==> config.mk <==
export PLATFORM = sky130hd
export DESIGN_NAME = sacl_ram
export DESIGN_NICKNAME = d
export VERILOG_FILES = /design/src/hw/rtl/sacl_ram.sv
export SDC_FILE = /design/constraint.sdc
export NUM_CORES = 1
export LEC_CHECK = 0
export ABC_AREA = 1
export BUFFER_PORTS_ARGS = -buffer_cell sky130_fd_sc_hd__buf_2
export CAP_MARGIN = 20
export CELL_PAD_IN_SITES_DETAIL_PLACEMENT = 1
export CELL_PAD_IN_SITES_GLOBAL_PLACEMENT = 1
export CORE_ASPECT_RATIO = 2
export CORE_MARGIN = 1
export CORE_UTILIZATION = 52
export DETAILED_ROUTE_END_ITERATION = 10
export MAX_ROUTING_LAYER = met4
export PLACE_DENSITY = 0.79
export SYNTH_ARGS = -nofsm -noshare
export SYNTH_HDL_FRONTEND = slang
export SYNTH_SLANG_ARGS = --single-unit
==> constraint.sdc <==
create_clock -name aclk -period 2.17 [get_ports aclk]
set_clock_uncertainty 0.1 [all_clocks]
set_input_delay 0.3255 -clock aclk [delete_from_list [all_inputs] [get_ports aclk]]
set_output_delay 0.3255 -clock aclk [all_outputs]
set_load 0.01 [all_outputs]
==> src/hw/rtl/sacl_ram.sv <==
// ----------------------------------------------------------------------------
// sacl_ram
// generic single-write, single-read ram with registered read data
// ----------------------------------------------------------------------------
module sacl_ram #(
    parameter int WIDTH = 8,
    parameter int DEPTH = 16
) (
    input  logic                                      aclk,
    input  logic                                      we,
    input  logic [(DEPTH > 1 ? $clog2(DEPTH) : 1)-1:0] waddr,
    input  logic [WIDTH-1:0]                          wdata,
    input  logic                                      re,
    input  logic [(DEPTH > 1 ? $clog2(DEPTH) : 1)-1:0] raddr,
    output logic [WIDTH-1:0]                          rdata
);

    logic [WIDTH-1:0] mem [DEPTH];

    always_ff @(posedge aclk) begin
        if (we) begin
            mem[waddr] <= wdata;
        end
        if (re) begin
            rdata <= mem[raddr];
        end
    end

endmodule

==> results_dict.tcl <==
set metrics [dict create \
    port_buffers 26 \
    crit_type "flip-flop to output pin" \
    synth_common_cells "nand2_1 (173), edfxtp_1 (136), inv_1 (100)" \
    leakagePower_nw 2.93 \
    drc_errors 0 \
    core_area_mm2 0.0109 \
    cts.reportedPaths.clkPinSlew_ns 0.06 \
    hold_class "input pin to flip-flop" \
    synth_top_cell_by_area "edfxtp_1" \
    clock_latency_ns 0.42 \
    die_width_um 77.0 \
    worstMarginPinSlew_ns 0.722 \
    dieArea_mm2 0.0117 \
    gr-total-overflow 0 \
    p_sw_share_pct 22.4 \
    wl_per_cell_um 21.0 \
    yosys_warnings 0 \
    drtPass1Iterations 5 \
    yosysTopAreaCellShare_pct 69.8 \
    syn_area_mm2 0.00585 \
    p_seq_share_pct 47.3 \
    slew-limit-headroom_pct 51.7 \
    cts_tree "yes" \
    cp.required_ns 1.74 \
    crit_cells 1 \
    die_y_um 152 \
    antenna_found_initial 0 \
    postCtsHoldBufs 0 \
    synth_cells 551 \
    post_cts_buffers 0 \
    vias_per_cell 5.36 \
    cts-resized-gates 0 \
    internal-power_mw 4.88 \
    clockBufferDepth 2 \
    syn_to_final_growth_pct 16.0 \
    ios 27 \
    fin_tns_setup_ns 0 \
    cts_buffers 17 \
    syn-num-nets 570 \
    hpwl_mm 9.77 \
    dr.first_iter.drc_count 290 \
    worst-r2r-cell-count 6 \
    start_kind "flip-flop" \
    rows 54 \
    min_path_cells 1 \
    crit_path_max_incr_delay_ns 0.41 \
    power_mw 6.30 \
    final_antenna_net_count 0 \
    crit_path_top_delay_cell "edfxtp_1" \
    synth_area_per_cell_um2 10.6 \
    ys_types 11 \
    crit_buf_inv 1 \
    initial_core_util_pct 53.4 \
    synth-main-ff-cell "edfxtp_1" \
    final.period_utilization_pct 65.3 \
    maxSlewViolCount 0 \
    cts-htree-levels 4 \
    min_period_ns 1.42 \
    diodes 0 \
    drv_cap 0 \
    detail_route.wirelength_mm 15.6 \
    cts_sinks 136 \
    endpoint_kind "output pin" \
    cts-root-buf "clkbuf_16" \
    synth_most_common_cell "nand2_1" \
    hold_violations 0 \
    fmax_mhz 706 \
    clockPowerShare_pct 46.5 \
    final_util_pct 61.9 \
    cp_top_family "flip-flops" \
    grt_pass1_wl_mm 24.1 \
    rsz0062_at_grt "no" \
    gp_congestion 0.878 \
    combPwrFrac_pct 6.1 \
    synthArstFlopShare_pct 0 \
    final_nets 610 \
    arrival_ns 0.99 \
    track_usage_pct 29.9 \
    synth_seq_cells 136 \
    netlist_top_cells_area "edfxtp_1 (70%), nand2_1 (11%), nand3_1 (8.3%)" \
    vias 3990 \
    ys_seq_area_share_pct 69.8 \
    drive_gt1_share_pct 12.9 \
    grt_max_degree 65 \
    p_per_area_mw_per_mm2 928 \
    final-setup-viol-count 0 \
    power.switching_mw 1.41 \
    outcome "finished, final reports clean" \
    worstPathMaxFanout 1 \
    synth-edff-count 136 \
    grt_pass1_vias 4299 \
    crit_chain "buf_2" \
    peakVddDrop_mv 0.832 \
]
==> metal layers <==
metal	routed length [um]	global-route usage [%]	vias up
met1	5550	30.9	1952
met5	0	-	-
met3	650	5.53	40
li1	-	-	1862
met4	655	15.3	0
met2	8760	53.0	136
==> flip-flops by register name, summed over array words and instances, names as in the netlist <==
name   count
mem      128
rdata      8
==> layout by cell type (no fill, tap or decap) <==
cell type,n
nand3_1,97
clkbuf_16,17
bufinv_16,3
nor2_1,17
clkbuf_1,1
buf_4,15
buf_2,26
clkinvlp_4,5
inv_6,4
buf_12,4
nand2_1,173
inv_1,100
nand3b_1,2
edfxtp_1,136
inv_2,2
clkinv_2,2
==> final cells by class <==
| class | instances | area, um^2 |
|---|---|---|
| well taps | 140 | 175 |
| flip-flops and latches | 136 | 4080 |
| repair buffers | 45 | 323 |
| clock inverters | 14 | 173 |
| fillers | 1206 | 4170 |
| inverters | 102 | 383 |
| clock buffers | 18 | 429 |
| multi-input cells | 289 | 1210 |
==> power groups by stage <==
stage          combinational [mW]  sequential (mW)  clock (mW)
5_1_grt                     0.424             2.98        3.05
6_report                    0.387             2.98        2.93
3_5_place_dp                0.378             3.03           0
2_1_floorplan               0.207             3.03           0
4_1_cts                     0.389             2.98        2.95
3_3_place_gp                0.365             3.03           0
==> kinds of logic (layout without fill, tap and decap cells) <==
logic type | after synthesis | in the layout | share of synthesized area [%]
AND/OR/NAND/NOR | 289 | 289 | 20.8
flip-flops | 136 | 136 | 69.8
buffers and inverters | 126 | 179 | 9.39
==> final timing paths <==
| kind | endpoint | from | slack, ns |
|---|---|---|---|
| setup reg to reg | rdata[2] | mem[5][2] | 0.80 |
| hold reg to reg | rdata[3] | mem[10][3] | 0.66 |
| setup / recovery | rdata[5] | rdata[5] | 0.75 |
| hold / removal | rdata[4] | re | 0.18 |
==> per-stage QoR <==
stage	hold slack, ns	cell area, um^2	worst slack, ns	std cells
floorplan	0.324	5850	0.794	551
detailed placement	0.601	6180	0.367	712
global route	0.177	6780	0.672	744
CTS	0.174	6780	0.737	744
global placement	0.596	6180	0.401	712
finish	0.179	6780	0.753	744
(Power assumes the default switching activity.)
