<file path="config.mk">
export PLATFORM = sky130hd
export DESIGN_NAME = sacl_set_map
export DESIGN_NICKNAME = d
export VERILOG_FILES = /design/src/hw/rtl/sacl_pkg.sv /design/src/hw/rtl/sacl_set_map.sv
export SDC_FILE = /design/constraint.sdc
export NUM_CORES = 1
export LEC_CHECK = 0
export ABC_CLOCK_PERIOD_IN_PS = 3700
export BUFFER_PORTS_ARGS = -buffer_cell sky130_fd_sc_hd__buf_2
export CELL_PAD_IN_SITES_DETAIL_PLACEMENT = 0
export CELL_PAD_IN_SITES_GLOBAL_PLACEMENT = 1
export CORE_MARGIN = 2
export CORE_UTILIZATION = 45
export CTS_CLUSTER_SIZE = 12
export DETAILED_ROUTE_END_ITERATION = 8
export GPL_TIMING_DRIVEN = 0
export PLACE_DENSITY_LB_ADDON = 0.1
export SYNTH_ARGS = -nofsm -noshare
export SYNTH_HDL_FRONTEND = slang
export SYNTH_SLANG_ARGS = --single-unit
</file>
<file path="constraint.sdc">
create_clock -name aclk -period 3.7 [get_ports aclk]
set_input_delay 0.555 -clock aclk [delete_from_list [all_inputs] [get_ports aclk]]
set_output_delay 0.555 -clock aclk [all_outputs]
set_load 0.02 [all_outputs]
</file>
<file path="src/hw/rtl/sacl_pkg.sv">
// ----------------------------------------------------------------------------
// sacl_pkg
// shared widths, defaults and register codes for the set-associative lookup
// ----------------------------------------------------------------------------
package sacl_pkg;

    // build defaults
    localparam int MAX_WAYS_DEF = 8;
    localparam int SETS_DEF     = 1024;

    // fixed field widths
    localparam int ADDR_W     = 32;
    localparam int TAG_W      = 32;
    localparam int OFFSET_W   = 5;
    localparam int INDEX_W    = 4;
    localparam int WAYS_CFG_W = 4;
    localparam int WAYS_EFF_W = 5;
    localparam int WAY_OUT_W  = 3;
    localparam int CNT_W      = 32;

    // extracted index before the modulo: index_bits reaches 15
    localparam int IDX_W   = 15;
    // reciprocal modulo: k = 32 is exact for IDX_W + log2(sets) <= 32
    localparam int RECIP_K = 32;
    localparam int RECIP_W = RECIP_K + 1;
    localparam int PROD_W  = IDX_W + RECIP_W;

    // configuration port
    localparam int CFG_IDX_W  = 2;
    localparam int CFG_DATA_W = 5;

    localparam logic [CFG_IDX_W-1:0] CFG_OFFSET_BITS = 2'd0;
    localparam logic [CFG_IDX_W-1:0] CFG_INDEX_BITS  = 2'd1;
    localparam logic [CFG_IDX_W-1:0] CFG_WAYS_IN_USE = 2'd2;

endpackage

</file>
<file path="src/hw/rtl/sacl_set_map.sv">
// ----------------------------------------------------------------------------
// sacl_set_map
// splits an address into tag and set, set reduced modulo the built set count
// ----------------------------------------------------------------------------
module sacl_set_map #(
    parameter int SETS = sacl_pkg::SETS_DEF
) (
    input  logic                                    aclk,
    input  logic                                    load,
    input  logic [sacl_pkg::ADDR_W-1:0]             address,
    input  logic [sacl_pkg::OFFSET_W-1:0]           offset_bits,
    input  logic [sacl_pkg::INDEX_W-1:0]            index_bits,
    output logic [sacl_pkg::TAG_W-1:0]              tag,
    output logic [(SETS > 1 ? $clog2(SETS) : 1)-1:0] set_idx
);

    localparam int SETW = (SETS > 1) ? $clog2(SETS) : 1;
    localparam logic [sacl_pkg::RECIP_W-1:0] MOD_RECIP =
        sacl_pkg::RECIP_W'(((64'd1 << sacl_pkg::RECIP_K) + 64'(SETS) - 64'd1) / 64'(SETS));

    logic [sacl_pkg::ADDR_W-1:0] shifted;
    logic [5:0]                  tag_shift;
    logic [sacl_pkg::IDX_W-1:0]  idx_next;
    logic [sacl_pkg::IDX_W-1:0]  idx_reg;
    logic [sacl_pkg::TAG_W-1:0]  tag_reg;
    logic [sacl_pkg::PROD_W-1:0] prod;
    logic [sacl_pkg::IDX_W-1:0]  quot_reg;
    logic [31:0]                 rem;

    // shift by 32 or more leaves a zero tag
    assign shifted   = address >> offset_bits;
    assign tag_shift = 6'(offset_bits) + 6'(index_bits);
    assign idx_next  = shifted[sacl_pkg::IDX_W-1:0]
                     & ~({sacl_pkg::IDX_W{1'b1}} << index_bits);

    always_ff @(posedge aclk) begin
        if (load) begin
            idx_reg <= idx_next;
            tag_reg <= address >> tag_shift;
        end
        quot_reg <= prod[sacl_pkg::RECIP_K +: sacl_pkg::IDX_W];
    end

    assign prod    = sacl_pkg::PROD_W'(idx_reg) * sacl_pkg::PROD_W'(MOD_RECIP);
    assign rem     = 32'(idx_reg) - 32'(quot_reg) * 32'(SETS);
    assign set_idx = rem[SETW-1:0];
    assign tag     = tag_reg;

endmodule

</file>
==> metrics.txt <==
hold path depth 3; Cell Rows 38; vias in the first global route 4130; DRC violation count after routing 0; io pins 85; largest net degree at the start of global routing 43; cts bufs inserted 5; synthesized area per cell 10.4 um^2; Final Non-Filler Cells 699; Core ar. roughly 11000 um^2; ANT nets after route 0; Top FF cell, synth edfxtp_1; Synth Register Bits 42; die area 11700 um^2; clock sink count 42; Initial DRT Pass Iterations 6; aggregate routed wire length approximately 16000 um; initial antenna violation count 0; max reg flops 32; yosys warns 0; period utilization 0.938; Post-Syn Area 4890 um^2; die width 108 um; max-slew violations 0; min cycle time layout 3470 ps; CP Buf/Inv Count 6; CTS tree yes; post-synth net total 517; clock slew at reported path FFs around 90 ps; PD cells 361 nW/um^2; CP Class in2reg; H-tree Lvls 2; CP cell instances buf_2 > buf_2 > inv_2 > fa_1 > buf_2 > buf_4 > inv_1 > o21ai_0 > mux4_2 > o22ai_1; top cell type by total area after synthesis edfxtp_1; total number of vias 4581; status finished clean; most frequent CP cell buf_2; worst hold path class in2reg; RSZ-0062 raised after global routing false; Slew headroom 0.368; CP arrival approximately 3500 ps; Overflow after GRT 0; Setup violations, final 0; total power between 2 and 2.5 mW; Syn-to-layout area delta 13.9%; Die Ht 108 um; synthesized instance count 469; total global-route track usage 0.277; worst slew pin tran 948 ps; Top delay family on crit path buffers and inverters; sequential area share after synthesis 0.258; Filler cells 1008; final net count 606; GP Congestion 0.965; mean number of vias per cell 6.55; post-synth top area share 0.258; Worst setup EP type flop; CTS root buf clkbuf_8; Post-CTS Hold Buffers 0; Slowest Stage Delay on Critical Path between 600 and 700 ps; post-DP HPWL 12300 um; Post-synth top cells nand2_1 (66), mux4_2 (54), edfxtp_1 (42); number of synthesized flops with an enable pin 42; routed len/inst roughly 23 um; first-pass GRT wire length ~24000 um; worst-case clock buffer depth 2; max frequency 0.288 GHz; number of stages on the worst setup path 10; count leader, synth nand2_1; Async SR Flop Fraction 0; top cells by area, synth edfxtp_1 (26%), mux4_2 (25%), mux2i_1 (6.6%), nand2_1 (5.1%), mux2_2 (4.4%); Synth cell types 55; I/O Buffers 83; 1st-iter DRT viols 430; Final Hold Viols 0; share of layout cells above drive strength 1 0.358; max_cap viols 0; placed cells 692; CP required 3730 ps; crit-path max FO 15; Static Leak about 2.2 nW; peak supply drop 0.188 mV; Crit-path slowest cell fa_1; number of inserted diodes 0; critical path startpoint category input pin; Initial Utilization 0.457
-- worst min-delay path, stage by stage --
cell and delay [ps]:
buf_2 140, nor4_1 60, a21oi_1 130
-- through the flow --
step | area, um^2 | utilization | setup TNS (ps) | hold slack (ps) | setup WS [ps]
floorplan | 4890 | - | 0 | 667 | 353
global placement | 5480 | 0.512 | -7410 | 998 | -358
detailed placement | 5480 | 0.512 | -8610 | 997 | -403
CTS | 5570 | 0.520 | 0 | 682 | 318
global route | 5570 | 0.520 | 0 | 736 | 70.1
finish | 5570 | 0.520 | 0 | 701 | 229
-- power breakdown --
part	internal [mW]	switching, mW	leakage (nW)
Sequential	0.606	0.0123	0.404
Combinational	0.454	0.635	1.75
Clock	0.133	0.170	0.0452
-- area by class of cell --
| type | instances | area, um^2 | share of cell area |
|---|---|---|---|
| Multi-Input combinational cell | 365 | 3310 | 0.594 |
| Sequential cell | 42 | 1260 | 0.227 |
| Timing Repair Buffer | 83 | 415 | 0.0746 |
| Buffer | 42 | 251 | 0.0452 |
| Tap cell | 140 | 175 | 0.0315 |
| Clock buffer | 6 | 72.6 | 0.0130 |
| Inverter | 19 | 71.3 | 0.0128 |
| Clock inverter | 2 | 13.8 | 0.00247 |
-- placed cells by master (no fill, tap or decap), types with 3 or more instances in the layout --
master	instances
buf_2	97
nand2_1	66
mux4_2	54
edfxtp_1	42
mux2i_1	32
nor2_1	32
a21oi_1	22
mux2_2	19
o21ai_0	17
inv_1	15
nand3_1	14
clkbuf_1	12
nor3_1	12
a211oi_1	12
o22ai_1	10
a2bb2oi_1	8
buf_4	6
buf_1	5
buf_6	5
clkbuf_8	5
o211ai_1	4
and2_1	4
ha_1	4
clkinv_1	3
nor2b_1	3
or3_1	3
a211o_1	3
and3_1	3
nor4_1	3
nand2b_1	3
mux4_1	3
-- path summary, 6_finish.rpt --
path | start | endpoint | slack (ps)
worst max-delay path | offset_bits[1] | tag[1] | 230
worst min-delay path | index_bits[0] | idx_reg[0] | 700
-- metal layers --
| metal | track usage | vias to the layer above | wire, um |
|---|---|---|---|
| li1 | - | 2016 | - |
| met1 | 0.443 | 2253 | 7100 |
| met2 | 0.385 | 290 | 6750 |
| met3 | 0.0482 | 22 | 1770 |
| met4 | 0.0641 | 0 | 244 |
| met5 | 0.0223 | - | 0 |
-- logic make-up (layout without fill, tap and decap cells) --
family                   Yosys count  count (layout)  synth area share
AO/OA/AOI/OAI                     98              98             0.137
XOR/XNOR                           2               2           0.00512
adder cells (fa/ha/maj)            5               5            0.0143
buffers and inverters             62             152            0.0668
flip-flops                        42              42             0.258
multiplexers                     110             110             0.380
AND/OR/NAND/NOR                  150             150             0.138
-- repair_timing --
item | 4_1_cts | 5_1_grt
resized for setup | 1 | 0
buffers inserted | 0 | 0
setup endpoints to repair | 17 | 0
No activity file was read; power rests on OpenSTA's default activity.
