`config.mk`:
```
export PLATFORM = sky130hd
export DESIGN_NAME = sacl_way_update
export DESIGN_NICKNAME = d
export VERILOG_FILES = /design/src/hw/rtl/sacl_pkg.sv /design/src/hw/rtl/sacl_way_update.sv
export SDC_FILE = /design/constraint.sdc
export NUM_CORES = 1
export LEC_CHECK = 0
export BUFFER_PORTS_ARGS = -buffer_cell sky130_fd_sc_hd__buf_2
export CAP_MARGIN = 15
export CELL_PAD_IN_SITES_DETAIL_PLACEMENT = 1
export CELL_PAD_IN_SITES_GLOBAL_PLACEMENT = 2
export CORE_AREA = 2 2 239 241
export DETAILED_ROUTE_END_ITERATION = 8
export DIE_AREA = 0 0 241 243
export PLACE_DENSITY = 0.59
export SYNTH_ARGS = -nofsm -noshare
export SYNTH_HDL_FRONTEND = slang
export SYNTH_SLANG_ARGS = --single-unit
```
`constraint.sdc`:
```
create_clock -name vclk -period 7.13
set_input_delay 1.426 -clock vclk [all_inputs]
set_output_delay 1.426 -clock vclk [all_outputs]
set_load 0.005 [all_outputs]
```
`src/hw/rtl/sacl_pkg.sv`:
```
// ----------------------------------------------------------------------------
// sacl_pkg
// shared widths, defaults and register codes for the set-associative lookup
// ----------------------------------------------------------------------------
package sacl_pkg;

    // build defaults
    localparam int MAX_WAYS_DEF = 8;
    localparam int SETS_DEF     = 1024;

    // fixed field widths
    localparam int ADDR_W     = 32;
    localparam int TAG_W      = 32;
    localparam int OFFSET_W   = 5;
    localparam int INDEX_W    = 4;
    localparam int WAYS_CFG_W = 4;
    localparam int WAYS_EFF_W = 5;
    localparam int WAY_OUT_W  = 3;
    localparam int CNT_W      = 32;

    // extracted index before the modulo: index_bits reaches 15
    localparam int IDX_W   = 15;
    // reciprocal modulo: k = 32 is exact for IDX_W + log2(sets) <= 32
    localparam int RECIP_K = 32;
    localparam int RECIP_W = RECIP_K + 1;
    localparam int PROD_W  = IDX_W + RECIP_W;

    // configuration port
    localparam int CFG_IDX_W  = 2;
    localparam int CFG_DATA_W = 5;

    localparam logic [CFG_IDX_W-1:0] CFG_OFFSET_BITS = 2'd0;
    localparam logic [CFG_IDX_W-1:0] CFG_INDEX_BITS  = 2'd1;
    localparam logic [CFG_IDX_W-1:0] CFG_WAYS_IN_USE = 2'd2;

endpackage

```
`src/hw/rtl/sacl_way_update.sv`:
```
// ----------------------------------------------------------------------------
// sacl_way_update
// tag compare, lru victim pick and recency promotion for one set
// ----------------------------------------------------------------------------
module sacl_way_update #(
    parameter int MAX_WAYS = sacl_pkg::MAX_WAYS_DEF
) (
    input  logic [MAX_WAYS*sacl_pkg::TAG_W-1:0]                       tag_word,
    input  logic [MAX_WAYS*(1+(MAX_WAYS > 1 ? $clog2(MAX_WAYS) : 1))-1:0] meta,
    input  logic [sacl_pkg::TAG_W-1:0]                                tag,
    input  logic [sacl_pkg::WAYS_EFF_W-1:0]                           ways,
    output logic                                                      hit,
    output logic [(MAX_WAYS > 1 ? $clog2(MAX_WAYS) : 1)-1:0]          way,
    output logic [MAX_WAYS*sacl_pkg::TAG_W-1:0]                       tag_word_new,
    output logic [MAX_WAYS*(1+(MAX_WAYS > 1 ? $clog2(MAX_WAYS) : 1))-1:0] meta_new
);

    localparam int WAYW = (MAX_WAYS > 1) ? $clog2(MAX_WAYS) : 1;

    logic [WAYW-1:0] order [MAX_WAYS];
    logic [WAYW-1:0] order_new [MAX_WAYS];
    logic [WAYW-1:0] hit_way;
    logic [WAYW-1:0] victim;
    logic [WAYW-1:0] pos;
    logic [MAX_WAYS-1:0] valid;

    // meta word: valid bits low, recency list above, lru first
    always_comb begin
        valid = meta[MAX_WAYS-1:0];
        for (int k = 0; k < MAX_WAYS; k++) begin
            order[k] = meta[MAX_WAYS + k*WAYW +: WAYW];
        end
    end

    // lowest matching way wins
    always_comb begin
        hit     = 1'b0;
        hit_way = '0;
        for (int k = MAX_WAYS - 1; k >= 0; k--) begin
            if (sacl_pkg::WAYS_EFF_W'(k) < ways && valid[k]
                && tag_word[k*sacl_pkg::TAG_W +: sacl_pkg::TAG_W] == tag) begin
                hit     = 1'b1;
                hit_way = WAYW'(k);
            end
        end
    end

    // first list entry among the ways in use
    always_comb begin
        victim = '0;
        for (int p = MAX_WAYS - 1; p >= 0; p--) begin
            if (sacl_pkg::WAYS_EFF_W'(order[p]) < ways) begin
                victim = order[p];
            end
        end
    end

    assign way = hit ? hit_way : victim;

    // move the used way to the mru end of the full list
    always_comb begin
        pos = '0;
        for (int p = MAX_WAYS - 1; p >= 0; p--) begin
            if (order[p] == way) begin
                pos = WAYW'(p);
            end
        end
        for (int k = 0; k < MAX_WAYS - 1; k++) begin
            order_new[k] = (WAYW'(k) < pos) ? order[k] : order[k+1];
        end
        order_new[MAX_WAYS-1] = way;
    end

    always_comb begin
        for (int k = 0; k < MAX_WAYS; k++) begin
            meta_new[k] = valid[k] | (!hit && way == WAYW'(k));
            meta_new[MAX_WAYS + k*WAYW +: WAYW] = order_new[k];
            tag_word_new[k*sacl_pkg::TAG_W +: sacl_pkg::TAG_W] =
                (!hit && way == WAYW'(k)) ? tag
                                          : tag_word[k*sacl_pkg::TAG_W +: sacl_pkg::TAG_W];
        end
    end

endmodule

```
==> flow_summary_export.csv, run 1 <==
group,metric,value,unit
synth,syn_area,8590,sq um
die,initial_core_util,15.3,%
cells_and_area,syn_to_final_growth,54.6,%
global_routing,overflow,0,
timing,setup_viol,0,
global_routing,grt_max_degree,34,
worst_hold_path,hold_class,"in2out",
power,powerDensity,86.1,nW/um^2
synth,syn_avg_cell_area,8.18,sq um
global_routing,first_global_vias,12000,
place,hpwl,63.0,mm
setup_path,worstSetupEndpointType,"output pin",
synth,yosysWarnings,0,
drt,dr.pass1.iters,5,
drt,drc,0,
cells_and_area,flops_and_latches,0,
setup_path,startpoint_type,"input pin",
setup_path,crit_type,"in2out",
setup_path,cp.depth,14,
power,comb_power_share,100.0,%
cells_and_area,instances_no_fill,2448,
timing,finalHoldViolations,0,
power,clockPowerShare,0,%
synth,synthCells,1050,
cells_and_area,drive_gt1_share,61.3,%
setup_path,crit_end,"meta_new[21]",
synth,synth.largest_area_cell,"mux2_2",
drt,detail_route.iter0.violations,557,
timing,worst_pin_slew,712,ps
synth,synth-seq-area-share,0,%
place,placed_cells,2438,
power,power_frac_seq,0,%
synth,synthTopCellsByArea,"mux2_2, xor2_1, xnor2_1, buf_2, nand4_1",
setup_path,crit_required,5700,ps
global_routing,grt_use_total,23.2,%
drt,drt_wl_total,71.5,mm
cells_and_area,seq_area,0,sq um
place,place_congestion,0.914,
status,status,"finished clean",
setup_path,crit_path_top_delay_cell,"or4_4",
cells_and_area,nets,2026,
timing,period_minus_slack,7000,ps
global_routing,grt_pass1_wl,95.5,mm
setup_path,cp.arrival,5570,ps
die,core,56000,sq um
timing,rsz0062_at_grt,"no",
power,switching_share,55.1,%
setup_path,critPathMostFrequentCell,"buf_2",
timing,fmax,143,MHz
drt,ant_nets,0,
power,p_sw,0.631,mW
power,p_leak,5.90,nW
setup_path,critPathLaunch,"tag[17]",
synth,synthesis.nets,1391,
setup_path,crit_family,"simple AND/OR/NAND/NOR gates",
synth,synth_top_area_share,33.6,%
die,dieArea,58600,sq um
synth,yosysUniqueCellTypes,74,
setup_path,cp.buffers_inverters,3,
timing,post-route-period-util,98.1,%
setup_path,path_cells,"buf_2, xor2_1, nor4_1, buf_4, nand2_1, or4_4, nand4_1, o21bai_1, mux2_4, o41a_1, a22o_1, a211oi_4, mux2_1, buf_2",
die,num_rows,87,
cells_and_area,clockBufferCount,0,
timing,whs,3130,ps
power,internal_power,0.513,mW
die,chipHeight,243,microns
timing,report.final.slew_viol_count,0,
die,fp.dieW,241,microns
global_routing,grt_antenna_before_repair,14,
setup_path,cp_slowest_stage_delay,560,ps
setup_path,critPathMaxFanout,12,
place,io_buffers,617,
job,maxCapViolations,0,
die,io_pins,617,
timing,slew_headroom,52.2,%
drt,avgRoutedWirePerCell,29.2,microns
power,ir_worst_vdd,0.0000307,V
drt,via_per_inst,4.65,
drt,dr_total_vias,11400,
layer usage:
metal	global-route usage, %	vias to the layer above	share of wire [%]
met5	0	-	0.13
li1	-	5100	-
met2	40.3	511	48
met4	6.12	14	3.3
met1	29.6	5672	42
met3	3.63	92	6.6
power groups by stage:
stage | logic (mW) | clock network (mW) | registers, mW
6_report | 1.14 | 0.000000180 | 0
3_5_place_dp | 1.14 | 0 | 0
3_3_place_gp | 1.13 | 0 | 0
4_1_cts | 1.14 | 0 | 0
2_1_floorplan | 0.543 | 0 | 0
5_1_grt | 1.21 | 0 | 0
per-stage QoR:
stage	area [sq um]	setup TNS (ps)	worst slack [ps]	total power [mW]	util (%)
detailed placement	13200	-17040	-294	1.14	23.5
CTS	13200	0	6.26	1.14	23.6
global placement	13200	-1430	-119	1.13	23.5
global route	13300	0	11.3	1.21	23.7
floorplan	8590	0	885	0.543	-
finish	13300	0	133	1.14	23.7
Yosys cell counts, types with 3 or more instances:
cell       instances
and4_1             4
mux2_2           256
o21ai_1            5
xnor2_1          114
o221ai_1           5
nand2_1           34
or4_1             16
o21a_1             3
o41a_1             3
mux2i_1            6
ha_1              16
nor4_1            38
a2111oi_0          5
o21ai_0           10
a21oi_1           14
nor2_1            33
o211ai_1           5
nor3_1            20
nor2b_1           11
and3_1             3
buf_6              4
nand4_1           48
a21o_1             4
xor2_1           158
buf_2             75
nand4b_1           4
buf_1              4
inv_1             19
or2_1              3
or2_2              7
buf_4              5
nand2b_1           8
mux2_1            16
and2_1             3
clkbuf_1          10
nand3_1           24
or3_1              7
layout by cell type, fill, tap and decap left out, types with 3 or more instances in the layout:
cell      synthesis  final
nor2b_1          11     11
nor2_2            2      4
and2_1            3      3
a21o_1            4      4
ha_1             16     16
o21ai_1           5      4
or2_1             3      3
nor2_4            1      5
o21a_1            3      3
mux2_2          256    256
and4_1            4      4
o221ai_1          5      5
nand2_1          34     34
xor2_1          158    158
nand3_1          24     24
buf_4             5     99
mux2i_1           6      6
buf_2            75    616
xnor2_1         114    114
nor2_1           33     27
inv_1            19     19
or4_1            16     15
and3_1            3      3
or3_1             7      6
buf_12            0     14
mux2_1           16     16
nand4_1          48     48
nand4b_1          4      4
diode_2           0      9
nand2b_1          8      7
or2_2             7      7
nor3_1           20     19
a21oi_1          14     14
o21ai_0          10     10
o41a_1            3      3
o211ai_1          5      5
nor4_1           38     37
how the worst min path moves through the flow:
stage | startpoint | endpoint | slack, ps | cells after the start
final | meta[5] | meta_new[5] | 3130 | 3
after global routing | meta[5] | meta_new[5] | 3160 | 3
after CTS | meta[5] | meta_new[5] | 3130 | 3
after detailed placement | meta[5] | meta_new[5] | 3120 | 3
after global placement | meta[5] | meta_new[5] | 3120 | 3
after floorplan | meta[0] | meta_new[0] | 2940 | 1
cells by family after synthesis:
group | Yosys count | share of synthesized area, %
AO/OA/AOI/OAI | 84 | 7.49
XOR/XNOR | 272 | 27.7
AND/OR/NAND/NOR | 281 | 19.1
adder cells (fa/ha/maj) | 16 | 2.33
buffers and inverters | 118 | 6.82
multiplexers | 279 | 36.5
worst min-delay path, cell delays in order:
cell and delay, ps:
buf_2 80, nand2b_1 90, buf_2 100
layout make-up:
cell class | count | area (sq um)
multi-input combinational | 932 | 8110
inverter | 20 | 75.1
tap | 756 | 946
fill | 6906 | 42700
timing repair buffer | 731 | 4130
antenna | 9 | 22.5
timing repair:
action / in CTS / in global routing
resized for setup: 5 / 11
hold buffers: 0 / 0
cloned: 0 / 0
endpoints found under the setup margin: 173 / 111
setup buffers: 0 / 1
(Power assumes the default switching activity.)
==> inputs of run 2 (changes only) <==
==> constraint.sdc (replaced) <==
create_clock -name vclk -period 7.7
set_input_delay 1.54 -clock vclk [all_inputs]
set_output_delay 1.54 -clock vclk [all_outputs]
set_load 0.005 [all_outputs]
==> flow_summary_export.csv, run 2 (synthesized netlist as in run 1, its figures left out) <==
group,metric,value,unit
setup_path,critPathLaunch,"tag[2]",
place,hpwl,63.6,mm
timing,fin_ws,289,ps
drt,detail_route.iter0.violations,604,
cells_and_area,seq_area,0,sq um
global_routing,first_global_vias,11800,
place,io_buffers,617,
cells_and_area,final_cell_mix,"buf_2, mux2_2, xor2_1",
cells_and_area,multi_input_area,8070,sq um
drt,drc,0,
timing,slew_headroom,37.3,%
die,io_pins,617,
setup_path,crit_type,"in2out",
clock_tree,postCtsHoldBufs,0,
cells_and_area,syn_to_final_growth,51.8,%
setup_path,crit_family,"compound AO/OA/AOI/OAI gates",
global_routing,overflow,0,
die,core,56000,sq um
global_routing,grt_antenna_before_repair,20,
timing,worst_pin_slew,916,ps
setup_path,crit_path_top_delay_cell,"a2111oi_0",
cells_and_area,nets,2002,
timing,fmax,135,MHz
setup_path,path_cells,"buf_2, xor2_1, a2111oi_0, buf_4, and3_1, nand4_1, nand4_1, o21bai_1, mux2_4, o41a_1, a22o_1, a211oi_4, mux2_1, buf_2",
setup_path,cp.depth,14,
drt,drt_wl_total,72.8,mm
die,fp.dieW,241,microns
drt,via_per_inst,4.65,
setup_path,crit_end,"meta_new[20]",
place,placed_cells,2415,
timing,period_minus_slack,7410,ps
timing,rsz0062_at_grt,"no",
power,p_leak,5.75,nW
job,maxCapViolations,0,
setup_path,startpoint_type,"input pin",
place,place_ws,-205,ps
power,powerDensity,80.0,nW/um^2
cells_and_area,flops_and_latches,0,
global_routing,grt_use_total,23.6,%
drt,avgRoutedWirePerCell,30.1,microns
timing,finalHoldViolations,0,
timing,setup_viol,0,
setup_path,cp.buffers_inverters,3,
global_routing,grt_max_degree,34,
cells_and_area,instances_no_fill,2421,
cells_and_area,clockBufferCount,0,
setup_path,worstSetupEndpointType,"output pin",
die,num_rows,87,
die,chipHeight,243,microns
status,status,"finished clean",
die,initial_core_util,15.3,%
setup_path,cp.arrival,5870,ps
global_routing,grt_pass1_wl,96.9,mm
timing,setup_tns,0,ps
power,ir_worst_vdd,0.0000284,V
drt,dr_total_vias,11300,
cells_and_area,drive_gt1_share,60.4,%
setup_path,crit_required,6160,ps
drt,dr.pass1.iters,5,
setup_path,cp_slowest_stage_delay,800,ps
cells_and_area,fillers,6907,
timing,post-route-period-util,96.2,%
timing,report.final.slew_viol_count,0,
drt,ant_nets,0,
die,dieArea,58600,sq um
setup_path,critPathMaxFanout,12,
cells_and_area,final_common_cell,"buf_2",
worst_hold_path,hold_class,"in2out",
place,place_congestion,0.889,
## run 2: cell types whose count changed in the layout (fill, tap and decap cells not counted), moves of 2 or more
| cell | before | now |
|---|---|---|
| a2111oi_2 | 2 | 0 |
| a2111oi_0 | 2 | 4 |
| nor2_1 | 27 | 29 |
| diode_2 | 9 | 6 |
| buf_4 | 99 | 77 |
## run 2: worst min-delay path: cells and delay by family
kind	cells	cell delay, ps
and+or+nand+nor	1	90
buffers and inverters	2	190
## run 2: how the worst min path moves through the flow
stage	start	cells past startpoint	endpoint	slack, ps
finish	meta[5]	3	meta_new[5]	3360
global route	meta[5]	3	meta_new[5]	3380
CTS	meta[5]	3	meta_new[5]	3360
detailed placement	meta[5]	3	meta_new[5]	3350
global placement	meta[5]	3	meta_new[5]	3360
floorplan	meta[0]	1	meta_new[0]	3170
## run 2: layout make-up
class	instances	share of cell area [%]
Multi-Input combinational cell	932	61.9
Timing Repair Buffer	707	30.1
Tap cell	756	7.26
Inverter	20	0.605
Antenna cell	6	0.115
## run 2: metrics by stage
| stage | hold WS [ps] | cell area (sq um) | utilization [%] | total power, mW |
|---|---|---|---|---|
| 2_1_floorplan | 3170 | 8590 | - | 0.503 |
| 3_3_place_gp | 3360 | 13000 | 23.2 | 1.03 |
| 3_5_place_dp | 3350 | 13000 | 23.2 | 1.04 |
| 6_report | 3360 | 13000 | 23.3 | 1.04 |
| 4_1_cts | 3360 | 13000 | 23.2 | 1.04 |
| 5_1_grt | 3380 | 13000 | 23.3 | 1.11 |
## run 2: metal layers
layer / global-route usage [%] / vias to the layer above / routed length (microns)
met1: 29.8 / 5621 / 30500
li1: - / 5043 / -
met3: 3.40 / 77 / 4350
met2: 43.0 / 495 / 36500
met5: 0 / - / 144
met4: 2.81 / 22 / 1250
## run 2: what timing repair did
item	in CTS	in global routing
setup endpoints to repair	21	21
buffers inserted	0	0
gates cloned	0	0
gates resized for setup	1	5
pin swaps	0	0
## run 2: where the power goes
part	internal [mW]	total [mW]	switching [mW]
Clock	0.0000000800	0.0000000800	0
Combinational	0.461	1.04	0.581
Sequential	0	0	0
Total	0.461	1.04	0.581
